==> src/hsv2rgb_pkg.sv <==
`timescale 1ns / 1ps
// ----------------------------------------------------------------------------
// hsv2rgb_pkg
// Shared constants and control types for the HSV to RGB colour converter.
// ----------------------------------------------------------------------------
package hsv2rgb_pkg;

    localparam int HSV_FRAC_BITS = 12;
    localparam int IN_W          = 13;
    localparam int HUE_SECTOR    = 960;
    localparam int HUE_SHIFT     = 6;
    localparam int HUE_ODD       = 15;
    localparam int SEC_W         = 4;
    localparam int REM_W         = 10;
    localparam int PIPE_DEPTH    = 6;

    localparam logic [SEC_W-1:0] SEC_RED_YELLOW   = 4'd0;
    localparam logic [SEC_W-1:0] SEC_YELLOW_GREEN = 4'd1;
    localparam logic [SEC_W-1:0] SEC_GREEN_CYAN   = 4'd2;
    localparam logic [SEC_W-1:0] SEC_CYAN_BLUE    = 4'd3;
    localparam logic [SEC_W-1:0] SEC_BLUE_MAGENTA = 4'd4;

    typedef struct packed {
        logic ld_a;
        logic ld_b;
    } t_ld2;

endpackage

==> src/hsv2rgb_sector.sv <==
`timescale 1ns / 1ps
// ----------------------------------------------------------------------------
// hsv2rgb_sector
// Clamps saturation and value to 1.0 and splits the hue into its 60-degree
// sector and the remainder within it.
// ----------------------------------------------------------------------------
module hsv2rgb_sector import hsv2rgb_pkg::*; #(
    parameter int FRAC_BITS = HSV_FRAC_BITS
) (
    input  logic                 i_clk,
    input  logic                 i_load,
    input  logic [IN_W-1:0]      i_hue,
    input  logic [IN_W-1:0]      i_saturation,
    input  logic [IN_W-1:0]      i_value,
    output logic [FRAC_BITS:0]   o_s,
    output logic [FRAC_BITS:0]   o_v,
    output logic [SEC_W-1:0]     o_sec,
    output logic [REM_W-1:0]     o_rem
);

    localparam int W  = FRAC_BITS + 1;
    localparam int CW = (IN_W > W) ? IN_W : W;
    localparam logic [CW-1:0] ONE_C = CW'(1 << FRAC_BITS);

    logic [CW-1:0]    s_ext;
    logic [CW-1:0]    v_ext;
    logic [W-1:0]     n_s;
    logic [W-1:0]     n_v;
    logic [IN_W-1:0]  rem_w;
    logic [SEC_W-1:0] n_sec;
    logic [REM_W-1:0] n_rem;

    logic [W-1:0]     r_s;
    logic [W-1:0]     r_v;
    logic [SEC_W-1:0] r_sec;
    logic [REM_W-1:0] r_rem;

    always_comb begin
        s_ext = CW'(i_saturation);
        v_ext = CW'(i_value);
        n_s   = (s_ext > ONE_C) ? W'(ONE_C) : W'(s_ext);
        n_v   = (v_ext > ONE_C) ? W'(ONE_C) : W'(v_ext);
    end

    // restoring split by 960, one sector bit per step
    always_comb begin
        rem_w = i_hue;
        n_sec = '0;
        for (int i = SEC_W - 1; i >= 0; i--) begin
            if (rem_w >= IN_W'(HUE_SECTOR << i)) begin
                rem_w    = rem_w - IN_W'(HUE_SECTOR << i);
                n_sec[i] = 1'b1;
            end
        end
        n_rem = rem_w[REM_W-1:0];
    end

    always_ff @(posedge i_clk) begin
        if (i_load) begin
            r_s   <= n_s;
            r_v   <= n_v;
            r_sec <= n_sec;
            r_rem <= n_rem;
        end
    end

    assign o_s   = r_s;
    assign o_v   = r_v;
    assign o_sec = r_sec;
    assign o_rem = r_rem;

endmodule

==> src/hsv2rgb_frac.sv <==
`timescale 1ns / 1ps
// ----------------------------------------------------------------------------
// hsv2rgb_frac
// Two-stage fraction unit: f = floor(rem * ONE / 960) by reciprocal
// multiplication followed by a single correction step.
// ----------------------------------------------------------------------------
module hsv2rgb_frac import hsv2rgb_pkg::*; #(
    parameter int FRAC_BITS = HSV_FRAC_BITS
) (
    input  logic                 i_clk,
    input  t_ld2                 i_ld,
    input  logic [FRAC_BITS:0]   i_s,
    input  logic [FRAC_BITS:0]   i_v,
    input  logic [SEC_W-1:0]     i_sec,
    input  logic [REM_W-1:0]     i_rem,
    output logic [FRAC_BITS:0]   o_s,
    output logic [FRAC_BITS:0]   o_v,
    output logic [SEC_W-1:0]     o_sec,
    output logic [FRAC_BITS-1:0] o_f
);

    localparam int W  = FRAC_BITS + 1;
    localparam int XW = REM_W + FRAC_BITS - HUE_SHIFT;
    localparam int RW = FRAC_BITS + 1;
    localparam int PW = XW + RW;
    localparam logic [RW-1:0] RECIP = RW'((1 << XW) / HUE_ODD);

    logic [XW-1:0]        n_x;
    logic [PW-1:0]        n_prod;
    logic [FRAC_BITS-1:0] n_q0;
    logic [XW-1:0]        back;
    logic [XW-1:0]        resid;
    logic [FRAC_BITS-1:0] n_f;

    logic [XW-1:0]        r_x;
    logic [FRAC_BITS-1:0] r_q0;
    logic [W-1:0]         r_s_a;
    logic [W-1:0]         r_v_a;
    logic [SEC_W-1:0]     r_sec_a;
    logic [FRAC_BITS-1:0] r_f;
    logic [W-1:0]         r_s_b;
    logic [W-1:0]         r_v_b;
    logic [SEC_W-1:0]     r_sec_b;

    always_comb begin
        n_x    = XW'(i_rem) << (FRAC_BITS - HUE_SHIFT);
        n_prod = PW'(n_x) * PW'(RECIP);
        n_q0   = n_prod[XW +: FRAC_BITS];
    end

    // estimate is low by at most one
    always_comb begin
        back  = XW'(r_q0) * XW'(HUE_ODD);
        resid = r_x - back;
        n_f   = (resid >= XW'(HUE_ODD)) ? r_q0 + FRAC_BITS'(1) : r_q0;
    end

    always_ff @(posedge i_clk) begin
        if (i_ld.ld_a) begin
            r_x     <= n_x;
            r_q0    <= n_q0;
            r_s_a   <= i_s;
            r_v_a   <= i_v;
            r_sec_a <= i_sec;
        end
        if (i_ld.ld_b) begin
            r_f     <= n_f;
            r_s_b   <= r_s_a;
            r_v_b   <= r_v_a;
            r_sec_b <= r_sec_a;
        end
    end

    assign o_s   = r_s_b;
    assign o_v   = r_v_b;
    assign o_sec = r_sec_b;
    assign o_f   = r_f;

endmodule

==> src/hsv2rgb_mul.sv <==
`timescale 1ns / 1ps
// ----------------------------------------------------------------------------
// hsv2rgb_mul
// Two product rows: s*f, s*(1-f) and p = v*(1-s), then q and t from v.
// Every product is truncated to FRAC_BITS fraction bits.
// ----------------------------------------------------------------------------
module hsv2rgb_mul import hsv2rgb_pkg::*; #(
    parameter int FRAC_BITS = HSV_FRAC_BITS
) (
    input  logic                 i_clk,
    input  t_ld2                 i_ld,
    input  logic [FRAC_BITS:0]   i_s,
    input  logic [FRAC_BITS:0]   i_v,
    input  logic [SEC_W-1:0]     i_sec,
    input  logic [FRAC_BITS-1:0] i_f,
    output logic [FRAC_BITS:0]   o_p,
    output logic [FRAC_BITS:0]   o_q,
    output logic [FRAC_BITS:0]   o_t,
    output logic [FRAC_BITS:0]   o_v,
    output logic [SEC_W-1:0]     o_sec
);

    localparam int W  = FRAC_BITS + 1;
    localparam int PW = 2 * W;
    localparam logic [W-1:0] ONE_W = W'(1 << FRAC_BITS);

    logic [PW-1:0]    sf_prod;
    logic [PW-1:0]    s1f_prod;
    logic [PW-1:0]    p_prod;
    logic [PW-1:0]    q_prod;
    logic [PW-1:0]    t_prod;

    logic [W-1:0]     r_sf;
    logic [W-1:0]     r_s1f;
    logic [W-1:0]     r_p_a;
    logic [W-1:0]     r_v_a;
    logic [SEC_W-1:0] r_sec_a;
    logic [W-1:0]     r_p_b;
    logic [W-1:0]     r_q;
    logic [W-1:0]     r_t;
    logic [W-1:0]     r_v_b;
    logic [SEC_W-1:0] r_sec_b;

    always_comb begin
        sf_prod  = PW'(i_s) * PW'(i_f);
        s1f_prod = PW'(i_s) * PW'(ONE_W - W'(i_f));
        p_prod   = PW'(i_v) * PW'(ONE_W - i_s);
        q_prod   = PW'(r_v_a) * PW'(ONE_W - r_sf);
        t_prod   = PW'(r_v_a) * PW'(ONE_W - r_s1f);
    end

    always_ff @(posedge i_clk) begin
        if (i_ld.ld_a) begin
            r_sf    <= sf_prod[FRAC_BITS +: W];
            r_s1f   <= s1f_prod[FRAC_BITS +: W];
            r_p_a   <= p_prod[FRAC_BITS +: W];
            r_v_a   <= i_v;
            r_sec_a <= i_sec;
        end
        if (i_ld.ld_b) begin
            r_q     <= q_prod[FRAC_BITS +: W];
            r_t     <= t_prod[FRAC_BITS +: W];
            r_p_b   <= r_p_a;
            r_v_b   <= r_v_a;
            r_sec_b <= r_sec_a;
        end
    end

    assign o_p   = r_p_b;
    assign o_q   = r_q;
    assign o_t   = r_t;
    assign o_v   = r_v_b;
    assign o_sec = r_sec_b;

endmodule

==> src/hsv_to_rgb_convert_top.sv <==
`timescale 1ns / 1ps
// ----------------------------------------------------------------------------
// hsv_to_rgb_convert_top
// HSV to RGB colour converter, fixed point, one colour per clock when not stalled.
// ----------------------------------------------------------------------------
// Takes one request per clock while o_stall is low; results leave in order. The
// six register stages are: clamp and hue sector split, reciprocal multiply
// for the sector fraction, fraction correction, first product row (s*f,
// s*(1-f), p), second product row (q, t) and the sector select into the
// output register. Each stage holds only while the stage after it is full
// and held, so empty stages close up and a stalled output does not block
// input until the whole pipe is full. Zero saturation gives grey.
// ----------------------------------------------------------------------------
module hsv_to_rgb_convert_top import hsv2rgb_pkg::*; #(
    parameter int FRAC_BITS = HSV_FRAC_BITS
) (
    input  logic            i_clk,
    input  logic            i_rst_n,
    input  logic            i_valid,
    output logic            o_stall,
    input  logic [IN_W-1:0] i_hue,
    input  logic [IN_W-1:0] i_saturation,
    input  logic [IN_W-1:0] i_value,
    output logic            o_valid,
    input  logic            i_stall,
    output logic [IN_W-1:0] o_red,
    output logic [IN_W-1:0] o_green,
    output logic [IN_W-1:0] o_blue
);

    localparam int W = FRAC_BITS + 1;

    logic [PIPE_DEPTH:0]   rdy;
    logic [PIPE_DEPTH-1:0] n_vld;
    logic [PIPE_DEPTH-1:0] r_vld;

    t_ld2 ld_frac;
    t_ld2 ld_mul;

    logic [W-1:0]         s_sec;
    logic [W-1:0]         v_sec;
    logic [SEC_W-1:0]     sec_sec;
    logic [REM_W-1:0]     rem_sec;
    logic [W-1:0]         s_frac;
    logic [W-1:0]         v_frac;
    logic [SEC_W-1:0]     sec_frac;
    logic [FRAC_BITS-1:0] f_frac;
    logic [W-1:0]         p_mul;
    logic [W-1:0]         q_mul;
    logic [W-1:0]         t_mul;
    logic [W-1:0]         v_mul;
    logic [SEC_W-1:0]     sec_mul;

    logic [W-1:0]    sel_r;
    logic [W-1:0]    sel_g;
    logic [W-1:0]    sel_b;
    logic [IN_W-1:0] r_red;
    logic [IN_W-1:0] r_green;
    logic [IN_W-1:0] r_blue;

    always_comb begin
        rdy[PIPE_DEPTH] = !i_stall;
        for (int k = PIPE_DEPTH - 1; k >= 0; k--) begin
            rdy[k] = !r_vld[k] || rdy[k+1];
        end
        n_vld[0] = rdy[0] ? i_valid : r_vld[0];
        for (int k = 1; k < PIPE_DEPTH; k++) begin
            n_vld[k] = rdy[k] ? r_vld[k-1] : r_vld[k];
        end
    end

    always_ff @(posedge i_clk) begin
        if (!i_rst_n) begin
            r_vld <= '0;
        end else begin
            r_vld <= n_vld;
        end
    end

    assign ld_frac = '{ld_a: rdy[1], ld_b: rdy[2]};
    assign ld_mul  = '{ld_a: rdy[3], ld_b: rdy[4]};

    hsv2rgb_sector #(.FRAC_BITS(FRAC_BITS)) u_sector (
        .i_clk        (i_clk),
        .i_load       (rdy[0]),
        .i_hue        (i_hue),
        .i_saturation (i_saturation),
        .i_value      (i_value),
        .o_s          (s_sec),
        .o_v          (v_sec),
        .o_sec        (sec_sec),
        .o_rem        (rem_sec)
    );

    hsv2rgb_frac #(.FRAC_BITS(FRAC_BITS)) u_frac (
        .i_clk (i_clk),
        .i_ld  (ld_frac),
        .i_s   (s_sec),
        .i_v   (v_sec),
        .i_sec (sec_sec),
        .i_rem (rem_sec),
        .o_s   (s_frac),
        .o_v   (v_frac),
        .o_sec (sec_frac),
        .o_f   (f_frac)
    );

    hsv2rgb_mul #(.FRAC_BITS(FRAC_BITS)) u_mul (
        .i_clk (i_clk),
        .i_ld  (ld_mul),
        .i_s   (s_frac),
        .i_v   (v_frac),
        .i_sec (sec_frac),
        .i_f   (f_frac),
        .o_p   (p_mul),
        .o_q   (q_mul),
        .o_t   (t_mul),
        .o_v   (v_mul),
        .o_sec (sec_mul)
    );

    always_comb begin
        unique case (sec_mul)
            SEC_RED_YELLOW: begin
                sel_r = v_mul; sel_g = t_mul; sel_b = p_mul;
            end
            SEC_YELLOW_GREEN: begin
                sel_r = q_mul; sel_g = v_mul; sel_b = p_mul;
            end
            SEC_GREEN_CYAN: begin
                sel_r = p_mul; sel_g = v_mul; sel_b = t_mul;
            end
            SEC_CYAN_BLUE: begin
                sel_r = p_mul; sel_g = q_mul; sel_b = v_mul;
            end
            SEC_BLUE_MAGENTA: begin
                sel_r = t_mul; sel_g = p_mul; sel_b = v_mul;
            end
            default: begin
                sel_r = v_mul; sel_g = p_mul; sel_b = q_mul;
            end
        endcase
    end

    always_ff @(posedge i_clk) begin
        if (rdy[PIPE_DEPTH-1]) begin
            r_red   <= IN_W'(sel_r);
            r_green <= IN_W'(sel_g);
            r_blue  <= IN_W'(sel_b);
        end
    end

    assign o_stall = !rdy[0];
    assign o_valid = r_vld[PIPE_DEPTH-1];
    assign o_red   = r_red;
    assign o_green = r_green;
    assign o_blue  = r_blue;

endmodule

==> config.mk <==
export PLATFORM = sky130hd
export DESIGN_NAME = hsv_to_rgb_convert_top
export DESIGN_NICKNAME = d
export VERILOG_FILES = /design/src/hsv2rgb_pkg.sv /design/src/hsv2rgb_sector.sv /design/src/hsv2rgb_frac.sv /design/src/hsv2rgb_mul.sv /design/src/hsv_to_rgb_convert_top.sv
export SDC_FILE = /design/constraint.sdc
export NUM_CORES = 2
export LEC_CHECK = 0
export ABC_AREA = 1
export BUFFER_PORTS_ARGS = -buffer_cell sky130_fd_sc_hd__buf_4
export CAP_MARGIN = 20
export CORE_MARGIN = 3
export CORE_UTILIZATION = 65
export DETAILED_ROUTE_END_ITERATION = 8
export GPL_TIMING_DRIVEN = 0
export PLACE_DENSITY_LB_ADDON = 0.12
export SKIP_CTS_REPAIR_TIMING = 1
export SLEW_MARGIN = 20
export SYNTH_ARGS = -nofsm -noshare
export SYNTH_HDL_FRONTEND = slang
export SYNTH_SLANG_ARGS = --single-unit
==> constraint.sdc <==
create_clock -name i_clk -period 11.3 [get_ports i_clk]
set_clock_uncertainty 0.05 [all_clocks]
set_input_delay 2.26 -clock i_clk [delete_from_list [all_inputs] [get_ports i_clk]]
set_output_delay 2.26 -clock i_clk [all_outputs]
set_load 0.05 [all_outputs]
# After elaboration in Yosys (flattened, before gate mapping)
# Index checks and enable logic that the tools add are counted.
# word_totals
ff_bits	291
in_bits	43
out_inout_bits	41
wordCells	91
# op_classes
add_sub_neg	10
mul	7
magnitude_cmp	7
n_eq_ne	4
n_mux	12
n_reduce_logical	19
# op_table
cell	n
$pmux 13 s3	3
$mul 13x26->25	4
$sub 13x13->14 const A	3
$mux 13	3
$gt 13x13->1 const B	2
$mul 13x12->25	1
$mul 10x13->22 const B	1
$ge 16x4->1 const B	1
$mul 12x4->16 const B	1
$sub 16x16->16	1
$sub 13x12->14 const A	1
$ge 13x10->1 const B	1
$ge 13x11->1 const B	1
$ge 13x12->1 const B	1
$ge 13x13->1 const B	1
$sub 13x11->13 const B	1
$sub 13x12->13 const B	1
$sub 13x13->13 const B	1
$add 12x1->12 const B	1
$mux 12	1
$mux 10	1
$sub 10x10->10 const B	1
$eq 4x2->1 const B	2
$logic_not 1->1	8
other kinds (6)	17

# Logic depth before layout (Yosys ltp)
# logic_depth
ltp_word	8
depth_mapped	38
mapped_depth_nobuf	36

# Hierarchy
# Synthesis repeated with hierarchy kept, for this count alone.
# hier_totals
hier_cells	5501
area_unflattened_um2	44776.7
# modules_own_cells
module	instances	cells_per_inst	area_each_um2	seq_area_each_um2
hsv2rgb_mul	1	4319	33786.2	3363.2
hsv2rgb_frac	1	576	6037.0	2822.7
hsv_to_rgb_convert_top	1	362	2705.1	1291.2
hsv2rgb_sector	1	244	2248.4	1201.2

# Least setup slack after synthesis
# OpenSTA, ideal clock, no wires.
# synth_path
path_type	input to output
startpoint	input i_stall
endpoint	output o_stall
arrival_ns	8.367
required_ns	8.990
path_slack_ns	0.623
path_stages	10
path_buffers	0
cell_sequence	nand2_1 -> nor2_1 -> inv_1 -> nor2_1 -> inv_1 -> nor2_1 -> inv_1 -> nor2_1 -> inv_1 -> nor2_1
# synth_lines
item	line	text
start, declared	hsv_to_rgb_convert_top.sv:25	input logic i_stall,
end, declared	hsv_to_rgb_convert_top.sv:20	output logic o_stall,

# Final worst setup path
# layout_path
startpoint	register u_mul.r_sf[0]
endpoint	register u_mul.r_q[12], in the netlist u_mul.o_q[12] (data pin)
# layout_via
elab_chain_len	2
# layout_rtl
item	line	text
start, declared	hsv2rgb_mul.sv:33	logic [W-1:0] r_sf;
start signal, assigned	hsv2rgb_mul.sv:54	r_sf <= sf_prod[FRAC_BITS +: W];
$sub 13x13->14	hsv2rgb_mul.sv:48	q_prod = PW'(r_v_a) * PW'(ONE_W - r_sf);
$mul 13x26->25	hsv2rgb_mul.sv:48	
via u_mul.q_prod[24]	hsv2rgb_mul.sv:30	logic [PW-1:0] q_prod;
end signal, assigned	hsv2rgb_mul.sv:61	r_q <= q_prod[FRAC_BITS +: W];
end, declared	hsv2rgb_mul.sv:39	logic [W-1:0] r_q;
# The timed path passes the listed nets, and every way through them passes these cells.
# A chain may end at the register's enable or synchronous reset.

==> key figures <==
STA
  – Final clock period utilization by the worst path: 74.1%
  – Final Max Slew Viols: 0
  – Rel. slew slack: 25.0%
  – Final Critical Period: 8380 ps
  – Slew at the pin with the worst max-slew slack: 1120 ps
  – Top achievable clock speed: 119 MHz
  – Setup repair after global routing missed its margin: false
  – Final Hold Fails: 0
  – Final setup violation count: 0

CTS
  – Level count of the clock H-tree: 2
  – Clk slew on worst S/H paths: 80 ps
  – Worst-skew pair later-pin latency: 540 ps
  – Max clock buf depth: 3
  – Clock tree from TritonCTS: yes
  – Cts bufs inserted: 34
  – Clock Sinks: 291
  – Clock root cell: clkbuf_16

Setup path
  – Required arrival time at the worst endpoint: 11540 ps
  – Max stage delay cell, worst path: nor2_1
  – Critical path fanouts, max: 10
  – Cell family with the largest share of critical-path delay: adder cells
  – Kind of capture point of the worst setup path: flip-flop
  – Bufs and invs on worst path: 7
  – Worst setup SP type: flip-flop
  – Largest stage delay on the critical path: 750 ps
  – Worst path arrival time: 8610 ps
  – Crit path kind: reg -> reg
  – Cell with the most instances on the worst path: inv_1

Synthesis
  – Main synth FF type: edfxtp_1
  – Sequential element share of the synthesized area: 20.6%
  – Number of enable flip-flop cells after synthesis: 285
  – Synthesized Nets: 5830
  – Area of the mapped netlist: 42000 um2
  – Count of mapped cells out of synthesis: 4720
  – Number of distinct library cells after synthesis: 56
  – Total of warnings raised by yosys: 0
  – Ys async rst share: 0%
  – Post-synthesis register bit count: 291
  – Synth Area per Inst: 8.91 um2

Route
  – Mean number of vias per cell: 5.44
  – Routed wirelength normalized by instance count: 17.7 um
  – Violation count after the first detailed-route iteration: 2487
  – First-pass iteration count of the detailed router: 5
  – Total number of vias: 31112
  – Overall routed net length: 101 mm
  – DRT antenna net count: 0
  – DRC viols: 0

Die
  – Horizontal die dimension: 260 um
  – Starting density of the core: 66.2%
  – Vertical die dimension: 260 um
  – Die area: 67800 um2
  – Core Footprint: 63500 um2
  – Site row count: 92
  – # IOs: 84

Cells and area
  – Ratio of cells with drive above 1 in the final layout: 4.09%
  – Signed area change from the synthesized netlist to the final layout: 6.90%
  – Final net count: 5953
  – Post-layout instance count excluding filler cells: 5714

Min path
  – Class of the tightest hold or removal check: reg -> reg

Global routing
  – Largest net degree at the start of global routing: 59
  – Grt total ovfl: 0
  – Global-route wire length before repair: 165 mm
  – Number of antenna violations at the first check in global routing: 4
  – Total routing resource utilization after global routing: 31.3%
  – Vias in the first global route: 32194

Placement
  – Count of buffers inserted at the top-level ports: 83
  – HPWL reported at the end of detailed placement: 83.1 mm
  – Gpl congestion: 0.986
  – Instance count after placement with tap cells included: 5653

Run
  – Max-cap violations: 0

Outcome
  – Run status: complete, no violations
cells in the mapped netlist (all sizes together) (15+ instances only):
library cell,count,area (um2)
o2111ai,19,166
edfxtp,285,8560
nand4,35,249
o21ai,68,367
ha,323,4040
a31oi,15,93.8
a21oi,110,551
nor3,27,135
nand2,919,3540
xor2,96,841
inv,1328,4980
clkbuf,114,429
nand3,56,303
nor2,411,1570
xnor2,49,429
fa,744,14900
cells in the final DEF, fill, tap and decap left out, types with 8 or more instances in the layout:
cell type / count
a21o_1: 9
a21oi_1: 110
edfxtp_1: 285
inv_2: 8
clkinv_1: 13
nand2_1: 897
clkbuf_1: 119
o21ai_1: 9
nor3_1: 26
xor2_1: 96
inv_1: 1318
nor2_1: 405
o2111ai_1: 19
nand4_1: 33
fa_1: 744
buf_4: 83
o21ai_0: 56
ha_1: 323
o22ai_1: 13
xnor2_1: 49
clkbuf_16: 35
or2_2: 8
o21bai_1: 12
nand3_1: 53
nand2_2: 15
a31oi_1: 15
final timing paths:
path / endpoint / cells after the start / from / slack [ps]
max: u_mul.o_q[12]$_DFFE_PP_ / 30 / u_mul.r_sf[0]$_DFFE_PP_ / 2920
min: u_frac.r_s_a[0]$_DFFE_PP_ / 0 / u_sector.o_s[0]$_SDFFCE_PN0N_ / 350
max reg2reg: u_mul.o_q[12]$_DFFE_PP_ / 30 / u_mul.r_sf[0]$_DFFE_PP_ / 2920
min reg2reg: u_frac.r_s_a[0]$_DFFE_PP_ / 0 / u_sector.o_s[0]$_SDFFCE_PN0N_ / 350
per-layer routing:
layer  routed length [um]  global-route usage (%)  vias up
met5                   33                       0        -
met4                 4570                    12.3        4
met3                 8950                    6.12      286
met2                48800                    52.6     1356
met1                39000                    40.2    15263
li1                     -                       -    14203
cell families after synthesis:
family | Yosys count | synth area share, %
and+or+nand+nor | 1476 | 14.2
buffers and inverters | 1461 | 13.1
adders and majority gates | 1067 | 45.0
DFF | 291 | 20.6
AOI/OAI and AO/OA | 280 | 4.04
xor gates and xnor gates | 145 | 3.02
per-stage QoR:
stage	setup TNS [ps]	hold WS [ps]	worst slack (ps)	util (%)	cell area [um2]
after CTS	0	355	2930	70.7	44900
after floorplan	0	350	623	-	42000
after global placement	-15280	352	-1310	68.8	43700
final	0	353	2920	70.7	44900
after global routing	0	370	2520	70.7	44900
after detailed placement	0	355	2940	69.0	43800
area by class of cell:
class                           count  area (um2)
Timing Repair Buffer               87         703
Antenna cell                        1        2.50
Tap cell                          846        1060
Sequential cell                   291        8680
Clock buffer                       45         953
Multi-Input combinational cell   2968       27900
Clock inverter                     15         171
Buffer                            122         464
Fill cell                        4981       18600
Inverter                         1339        5030
Power is left out: the tool's default activity adds up to more than one toggle a clock period on the data nets, which glitch-free logic cannot reach.
